[config.mk]
export PLATFORM = sky130hd
export DESIGN_NAME = arm64_instruction_encoder_top
export DESIGN_NICKNAME = d
export VERILOG_FILES = /design/src/rtl/core/a64enc_pkg.sv /design/src/rtl/core/a64enc_encode.sv /design/src/rtl/core/arm64_instruction_encoder_top.sv
export SDC_FILE = /design/constraint.sdc
export NUM_CORES = 1
export LEC_CHECK = 0
export BUFFER_PORTS_ARGS = -buffer_cell sky130_fd_sc_hd__buf_2
export CAP_MARGIN = 20
export CORE_MARGIN = 5
export CORE_UTILIZATION = 45
export CTS_BUF_LIST = sky130_fd_sc_hd__clkbuf_2
export CTS_CLUSTER_DIAMETER = 200
export DETAILED_ROUTE_END_ITERATION = 12
export PLACE_DENSITY = 0.66
export SYNTH_ARGS = -nofsm -noshare
export SYNTH_HDL_FRONTEND = slang
export SYNTH_HIERARCHICAL = 1
export SYNTH_SLANG_ARGS = --single-unit
[constraint.sdc]
create_clock -name clk -period 7.8 [get_ports clk]
set_input_delay 1.56 -clock clk [delete_from_list [all_inputs] [get_ports clk]]
set_output_delay 1.56 -clock clk [all_outputs]
set_load 0.03 [all_outputs]
[src/rtl/core/a64enc_pkg.sv]
// ----------------------------------------------------------------------------
// a64enc_pkg
// shared types and opcode constants for the arm64 instruction encoder
// ----------------------------------------------------------------------------
package a64enc_pkg;

    typedef enum logic [3:0] {
        OP_MUL   = 4'd0,
        OP_ADD   = 4'd1,
        OP_SUB   = 4'd2,
        OP_SDIV  = 4'd3,
        OP_MOD   = 4'd4,
        OP_LDP   = 4'd5,
        OP_STP   = 4'd6,
        OP_LDR   = 4'd7,
        OP_STR   = 4'd8,
        OP_MOV   = 4'd9,
        OP_CMP   = 4'd10,
        OP_BCOND = 4'd11,
        OP_B     = 4'd12,
        OP_BL    = 4'd13,
        OP_RET   = 4'd14
    } op_t;

    typedef enum logic [1:0] {
        ST_OK  = 2'd0,
        ST_IMM = 2'd1,
        ST_OFS = 2'd2,
        ST_UNK = 2'd3
    } status_t;

    // request fields as carried on the input stream
    typedef struct packed {
        logic [3:0]         cond_code;
        logic signed [31:0] immediate;
        logic [4:0]         reg_m;
        logic [4:0]         reg_n;
        logic [4:0]         reg_d;
        logic               use_immediate;
        logic               half_width;
        logic [3:0]         req_type;
    } req_t;

    localparam int REQ_W = $bits(req_t);

    // encoder answer for one request: one or two words
    typedef struct packed {
        logic [31:0] word0;
        status_t     status;
        logic        two_words;
        logic [31:0] word1;
    } enc_result_t;

    // base opcodes, x form and w form
    localparam logic [31:0] MUL_X   = 32'h9B007C00;
    localparam logic [31:0] MUL_W   = 32'h1B007C00;
    localparam logic [31:0] ADDI_X  = 32'h91000000;
    localparam logic [31:0] ADDI_W  = 32'h11000000;
    localparam logic [31:0] SUBI_X  = 32'hD1000000;
    localparam logic [31:0] SUBI_W  = 32'h51000000;
    localparam logic [31:0] ADDR_X  = 32'h8B000000;
    localparam logic [31:0] ADDR_W  = 32'h0B000000;
    localparam logic [31:0] SUBR_X  = 32'hCB000000;
    localparam logic [31:0] SUBR_W  = 32'h4B000000;
    localparam logic [31:0] SDIV_X  = 32'h9AC00C00;
    localparam logic [31:0] SDIV_W  = 32'h1AC00C00;
    localparam logic [31:0] MSUB_X  = 32'h9B008000;
    localparam logic [31:0] MSUB_W  = 32'h1B008000;
    localparam logic [31:0] LDP_X   = 32'hA9400000;
    localparam logic [31:0] LDP_W   = 32'h29400000;
    localparam logic [31:0] STP_X   = 32'hA8800000;
    localparam logic [31:0] STP_W   = 32'h28800000;
    localparam logic [31:0] LDR_X   = 32'hF9400000;
    localparam logic [31:0] LDR_W   = 32'hB9400000;
    localparam logic [31:0] STR_X   = 32'hF9000000;
    localparam logic [31:0] STR_W   = 32'hB9000000;
    localparam logic [31:0] MOVZ_X  = 32'hD2800000;
    localparam logic [31:0] MOVZ_W  = 32'h52800000;
    localparam logic [31:0] ORR_X   = 32'hAA0003E0;
    localparam logic [31:0] ORR_W   = 32'h2A0003E0;
    localparam logic [31:0] CMPI_X  = 32'hF100001F;
    localparam logic [31:0] CMPI_W  = 32'h7100001F;
    localparam logic [31:0] CMPR_X  = 32'hEB00001F;
    localparam logic [31:0] CMPR_W  = 32'h6B00001F;
    localparam logic [31:0] BCOND   = 32'h54000000;
    localparam logic [31:0] B_OP    = 32'h14000000;
    localparam logic [31:0] BL_OP   = 32'h94000000;
    localparam logic [31:0] RET_OP  = 32'hD65F03C0;

    // scratch register for the quotient of a mod
    localparam logic [4:0]  REG_TMP = 5'd30;

    // offset limits
    localparam logic signed [31:0] PAIR_MIN  = -32'sd64;
    localparam logic signed [31:0] PAIR_MAX  = 32'sd63;
    localparam logic signed [31:0] LDST_MAX  = 32'sd4095;
    localparam logic signed [31:0] BCOND_MIN = -32'sh100000;
    localparam logic signed [31:0] BCOND_MAX = 32'sh0FFFFC;
    localparam logic signed [31:0] BR_MIN    = -32'sh2000000;
    localparam logic signed [31:0] BR_MAX    = 32'sh1FFFFFF;

endpackage

[src/rtl/core/a64enc_encode.sv]
// ----------------------------------------------------------------------------
// a64enc_encode
// combinational encoder: one request to one or two instruction words
// ----------------------------------------------------------------------------
module a64enc_encode
    import a64enc_pkg::*;
(
    input  req_t        req,
    output enc_result_t res
);

    logic        w32;
    logic [31:0] rd_f;
    logic [31:0] rn_f;
    logic [31:0] rm_f;
    logic [31:0] uimm;

    assign w32  = req.half_width;
    assign rd_f = 32'(req.reg_d);
    assign rn_f = 32'(req.reg_n) << 5;
    assign rm_f = 32'(req.reg_m) << 16;
    assign uimm = req.immediate;

    always_comb
    begin
        res.word0     = '0;
        res.status    = ST_OK;
        res.two_words = 1'b0;
        res.word1     = '0;
        unique case (op_t'(req.req_type))
            OP_MUL:
            begin
                if (req.use_immediate)
                    res.status = ST_IMM;
                else
                    res.word0 = (w32 ? MUL_W : MUL_X) | rd_f | rn_f | rm_f;
            end
            OP_ADD, OP_SUB:
            begin
                if (req.use_immediate)
                    res.word0 = ((req.req_type == OP_ADD) ? (w32 ? ADDI_W : ADDI_X)
                                                          : (w32 ? SUBI_W : SUBI_X))
                                | rd_f | rn_f | (32'(uimm[11:0]) << 10);
                else
                    res.word0 = ((req.req_type == OP_ADD) ? (w32 ? ADDR_W : ADDR_X)
                                                          : (w32 ? SUBR_W : SUBR_X))
                                | rd_f | rn_f | rm_f;
            end
            OP_SDIV:
            begin
                if (req.use_immediate)
                    res.status = ST_IMM;
                else
                    res.word0 = (w32 ? SDIV_W : SDIV_X) | rd_f | rn_f | rm_f;
            end
            OP_MOD:
            begin
                if (req.use_immediate)
                    res.status = ST_IMM;
                else
                begin
                    // sdiv x30, n, m then msub d, x30, m, n
                    res.two_words = 1'b1;
                    res.word0 = (w32 ? SDIV_W : SDIV_X) | 32'(REG_TMP) | rn_f | rm_f;
                    res.word1 = (w32 ? MSUB_W : MSUB_X) | rd_f | (32'(REG_TMP) << 5)
                                | rm_f | (32'(req.reg_n) << 10);
                end
            end
            OP_LDP, OP_STP:
            begin
                if (req.immediate < PAIR_MIN || req.immediate > PAIR_MAX
                    || uimm[2:0] != 3'd0)
                    res.status = ST_OFS;
                else
                    res.word0 = ((req.req_type == OP_LDP) ? (w32 ? LDP_W : LDP_X)
                                                          : (w32 ? STP_W : STP_X))
                                | (32'(uimm[9:3]) << 15) | (32'(req.reg_m) << 10)
                                | rn_f | rd_f;
            end
            OP_LDR, OP_STR:
            begin
                if (req.immediate < 32'sd0 || req.immediate > LDST_MAX)
                    res.status = ST_OFS;
                else
                    res.word0 = ((req.req_type == OP_LDR) ? (w32 ? LDR_W : LDR_X)
                                                          : (w32 ? STR_W : STR_X))
                                | (32'(uimm[13:2]) << 10) | rn_f | rd_f;
            end
            OP_MOV:
            begin
                if (req.use_immediate)
                    res.word0 = (w32 ? MOVZ_W : MOVZ_X) | rd_f | (32'(uimm[15:0]) << 5);
                else
                    res.word0 = (w32 ? ORR_W : ORR_X) | rd_f | rm_f;
            end
            OP_CMP:
            begin
                if (req.use_immediate)
                    res.word0 = (w32 ? CMPI_W : CMPI_X) | rn_f | (32'(uimm[11:0]) << 10);
                else
                    res.word0 = (w32 ? CMPR_W : CMPR_X) | rm_f | rn_f;
            end
            OP_BCOND:
            begin
                if (req.immediate < BCOND_MIN || req.immediate > BCOND_MAX)
                    res.status = ST_OFS;
                else
                    res.word0 = BCOND | (32'(uimm[20:2]) << 5) | 32'(req.cond_code);
            end
            OP_B, OP_BL:
            begin
                if (req.immediate < BR_MIN || req.immediate > BR_MAX)
                    res.status = ST_OFS;
                else
                    res.word0 = ((req.req_type == OP_B) ? B_OP : BL_OP) | 32'(uimm[27:2]);
            end
            OP_RET:
            begin
                res.word0 = RET_OP;
            end
            default:
            begin
                res.status = ST_UNK;
            end
        endcase
    end

endmodule

[src/rtl/core/arm64_instruction_encoder_top.sv]
// ----------------------------------------------------------------------------
// arm64_instruction_encoder_top
// stream wrapper: input register, encoder, result register with second-word hold
// ----------------------------------------------------------------------------
// path: an accepted request item passes through the input register, then the
//   result register, from which it leaves as a result item
// throughput: one request item per cycle while m_tready is high; a register mod
//   holds up the input, as its msub word waits in a hold register behind the sdiv word
// reset: rst_n clears all valid flags, hold included; payload registers are not reset
// ----------------------------------------------------------------------------
module arm64_instruction_encoder_top
    import a64enc_pkg::*;
(
    input  logic        clk,
    input  logic        rst_n,

    // request stream
    // s_tdata fields, lowest bit up: req_type[3:0], half_width[4], use_immediate[5],
    //   reg_d[10:6], reg_n[15:11], reg_m[20:16], immediate[52:21], cond_code[56:53],
    //   zero fill[63:57]
    input  logic [63:0] s_tdata,
    input  logic        s_tvalid,
    output logic        s_tready,

    // result stream
    // m_tdata fields, lowest bit up: inst_word[31:0], status[33:32], zero fill[39:34]
    output logic [39:0] m_tdata,
    output logic        m_tvalid,
    input  logic        m_tready,
    // last word of the request
    output logic        m_tlast
);

    // input register stage
    logic        in_valid_reg;
    req_t        in_req_reg;

    // result register stage
    logic        out_valid_reg;
    logic        out_valid_next;
    logic [31:0] out_word_reg;
    logic [31:0] out_word_next;
    status_t     out_status_reg;
    status_t     out_status_next;
    logic        out_last_reg;
    logic        out_last_next;

    // hold for the second word of a mod
    logic        pend_valid_reg;
    logic        pend_valid_next;
    logic [31:0] pend_word_reg;
    logic [31:0] pend_word_next;

    enc_result_t enc;
    logic        load_ok;
    logic        advance;
    logic        s_fire;

    a64enc_encode u_encode
    (
        .req (in_req_reg),
        .res (enc)
    );

    // result register can take a new item when empty, or when its item
    // leaves this cycle and no second word is waiting
    assign load_ok  = !out_valid_reg || (m_tready && !pend_valid_reg);
    assign advance  = in_valid_reg && load_ok;
    assign s_tready = !in_valid_reg || load_ok;
    assign s_fire   = s_tvalid && s_tready;

    always_comb
    begin
        out_valid_next  = out_valid_reg;
        out_word_next   = out_word_reg;
        out_status_next = out_status_reg;
        out_last_next   = out_last_reg;
        pend_valid_next = pend_valid_reg;
        pend_word_next  = pend_word_reg;
        if (out_valid_reg && m_tready && pend_valid_reg)
        begin
            // msub word moves up behind the sdiv word
            out_word_next   = pend_word_reg;
            out_status_next = ST_OK;
            out_last_next   = 1'b1;
            pend_valid_next = 1'b0;
        end
        else if (advance)
        begin
            out_valid_next  = 1'b1;
            out_word_next   = enc.word0;
            out_status_next = enc.status;
            out_last_next   = !enc.two_words;
            pend_valid_next = enc.two_words;
            pend_word_next  = enc.word1;
        end
        else if (out_valid_reg && m_tready)
        begin
            out_valid_next = 1'b0;
        end
    end

    always_ff @(posedge clk or negedge rst_n)
    begin
        if (!rst_n)
        begin
            in_valid_reg   <= 1'b0;
            out_valid_reg  <= 1'b0;
            pend_valid_reg <= 1'b0;
        end
        else
        begin
            if (s_fire)
                in_valid_reg <= 1'b1;
            else if (advance)
                in_valid_reg <= 1'b0;
            out_valid_reg  <= out_valid_next;
            pend_valid_reg <= pend_valid_next;
        end
    end

    // payload registers, no reset
    always_ff @(posedge clk)
    begin
        if (s_fire)
            in_req_reg <= req_t'(s_tdata[REQ_W-1:0]);
        out_word_reg   <= out_word_next;
        out_status_reg <= out_status_next;
        out_last_reg   <= out_last_next;
        pend_word_reg  <= pend_word_next;
    end

    assign m_tvalid = out_valid_reg;
    assign m_tdata  = {6'd0, out_status_reg, out_word_reg};
    assign m_tlast  = out_last_reg;

endmodule

==> impl_metrics.env <==
export IMPL_status="finished clean"
export IMPL_vias=4924
export IMPL_fmax_ghz=0.2647
export IMPL_cts_resized=0
export IMPL_syn_area_mm2=0.006395
export IMPL_die_y_um=129.2
export IMPL_drc=0
export IMPL_clk_latency_ps=720
export IMPL_relSlewSlack=0.2814
export IMPL_hold_violations=0
export IMPL_ctsLongestPathBuffers=2
export IMPL_postRouteAntennaNets=0
export IMPL_power_internal_mw=1.121
export IMPL_dpl_hpwl_um=10910
export IMPL_io_pin_count=111
export IMPL_drt_wl_total_um=16200
export IMPL_synth_common_cells="nand2_1, edfxtp_1, nor2_1"
export IMPL_seqPwrFrac=0.550
export IMPL_drtIter0Drc=603
export IMPL_setup_slack_ps=4022
export IMPL_worstMarginPinSlew_ps=1078
export IMPL_critPathRequiredTime_ps=6240
export IMPL_holdWs_ps=517.8
export IMPL_final_cell_area_mm2=0.007189
export IMPL_period_needed_ps=3778
export IMPL_place_ws_ps=4019
export IMPL_clock_sinks=127
export IMPL_switching_share=0.2756
export IMPL_layout_nets=729
export IMPL_critPathBufInv=3
export IMPL_endpoint_kind="output port"
export IMPL_cts_clk_slew_worst_paths_ps=200
export IMPL_core_mm2=0.01393
export IMPL_synthArstFlopShare=0.02362
export IMPL_ys_flop_type="edfxtp_1"
export IMPL_yosysMostFrequentCell="nand2_1"
export IMPL_overflow=0
export IMPL_die_area_mm2=0.01670
export IMPL_power_mw=1.548
export IMPL_pwr_share_clk=0.316
export IMPL_setup_viol=0
export IMPL_timing_setup_tns_ps=0
export IMPL_cts_made_buffers=17
export IMPL_cts_max_level=4
export IMPL_hold_path_class="reg -> reg"
export IMPL_post_drt_wl_per_cell_um=18.97
export IMPL_avgSynthCellArea_um2=10.97
export IMPL_crit_family="buffers and inverters"
export IMPL_synth_warnings=6
export IMPL_vdd_drop_max_mv=0.1763
export IMPL_start_util=0.4589
export IMPL_synthCells=583
export IMPL_worst_path_most_repeated_cell="buf_2"
export IMPL_area_growth_pct=12.42
export IMPL_synth_area_leaders="edfxtp_1, nand2_1, a221o_1"
export IMPL_rsz0062_at_grt="no"
export IMPL_crit_chain="buf_2, inv_1, o211ai_1, buf_2"
export IMPL_grt_max_degree=41
export IMPL_grt_pass1_vias=4857
export IMPL_p_comb_frac=0.133
export IMPL_netSwitchingPower_mw=0.4264
export IMPL_track_usage=0.2006
export IMPL_worstSetupPathType="in -> out"
export IMPL_drive_above_1_share=0.2226
export IMPL_placed_area_mm2=0.006872
export IMPL_p_per_area_mw_per_mm2=215.2
export IMPL_yosys_area_top_type="edfxtp_1"
export IMPL_yosys_area_top_type_share=0.5682
export IMPL_yosysSeqAreaShare=0.5893
export IMPL_die_width_um=129.2
export IMPL_largest_reg_flops=57
export IMPL_slowest_stage="buf_2"
export IMPL_start_kind="primary input"
export IMPL_finalWeightedCongestion=0.9364
export IMPL_postCtsSetupRepairBufs=0
export IMPL_leakagePower_nw=2.914
export IMPL_firstDrtPassIters=6
export IMPL_min_period_over_period=0.4844
export IMPL_crit_arrival_ps=2220
export IMPL_crit_path_max_fanout=4
export IMPL_ys_seq_elements=127
export IMPL_cts_root_buffer_cell="clkbuf_2"
export IMPL_rows=43
export IMPL_postCtsHoldBufs=0
export IMPL_synth_cell_types=65
export IMPL_antenna_found_initial=0
export IMPL_synth_edff_count=121
export IMPL_clock_skew_ps=37.52
export IMPL_cts_tree="built"
export IMPL_drv_cap=0
export IMPL_drv_slew=0
export IMPL_critPathMaxStageDelay_ps=250
export IMPL_routed_via_density=5.766
export IMPL_insertedDiodeCount=0
export IMPL_grt_pass1_wl_um=25510
export IMPL_port_buffers=97
power groups by stage:
stage	sequential (mW)	clock [mW]	combinational [mW]
after floorplan	0.890	0	0.111
after global placement	0.865	0	0.203
after detailed placement	0.866	0	0.206
after CTS	0.851	0.500	0.207
after global routing	0.858	0.533	0.225
final	0.852	0.490	0.206
per-stage QoR:
step | std cells | util
floorplan | 594 | -
global placement | 821 | 0.4931
detailed placement | 821 | 0.4931
CTS | 853 | 0.5149
global route | 854 | 0.5159
finish | 854 | 0.5159
routing by layer:
layer  track usage  routed length (um)  vias up
met1        0.2726                6979     2324
met3       0.06265                1639       28
met2        0.3104                7309      267
met4       0.06177                 272        0
met5             0                   0        -
li1              -                   -     2305
cells by family (layout without fill, tap and decap cells):
logic type | Yosys count | after routing | share of synthesized area
AOI/OAI and AO/OA | 120 | 120 | 0.1452
xor gates and xnor gates | 1 | 1 | 0.001370
buffers and inverters | 65 | 145 | 0.05967
DFF | 127 | 127 | 0.5893
other | 2 | 13 | 0.001174
and+or+nand+nor | 268 | 268 | 0.2033
path summary, 6_finish.rpt:
path	slack, ps	end	depth (start not counted)	startpoint
max	4020	s_tready	4	m_tready
min	520	out_word_reg[24]	2	pend_word_reg[24]
max reg2reg	4550	out_word_reg[6]	7	in_req_reg[1]
min reg2reg	520	out_word_reg[24]	2	pend_word_reg[24]
max in group asynchronous	7090	m_tvalid	1	rst_n
min in group asynchronous	610	in_valid_reg	1	rst_n
area by class of cell:
class / instances / area [um2]
Timing Repair Buffer: 107 / 568.0
Multi-Input combinational cell: 402 / 2302
Fill cell: 1256 / 6745
Tap cell: 180 / 225.2
Inverter: 6 / 22.52
Sequential cell: 127 / 3769
Clock buffer: 17 / 85.08
Clock inverter: 15 / 217.7
worst register-to-register path, delay by kind of cell, from the launching register on:
family	cells	cell delay, ps
and+or+nand+nor	6	1640
DFF	1	1060
AOI/OAI and AO/OA	1	320
cells in the final DEF (no fill, tap or decap), types with 8 or more instances in the layout:
master    instances
nand2_1         133
edfxtp_1        121
buf_2            97
nor2_1           26
a221o_1          25
a21oi_1          22
nand3_1          19
and2_1           19
nand2b_1         17
clkbuf_2         17
conb_1           13
o21ai_0          10
nor2b_1           9
buf_4             9
nor3_1            9
a221oi_1          8
(Power assumes the default switching activity.)
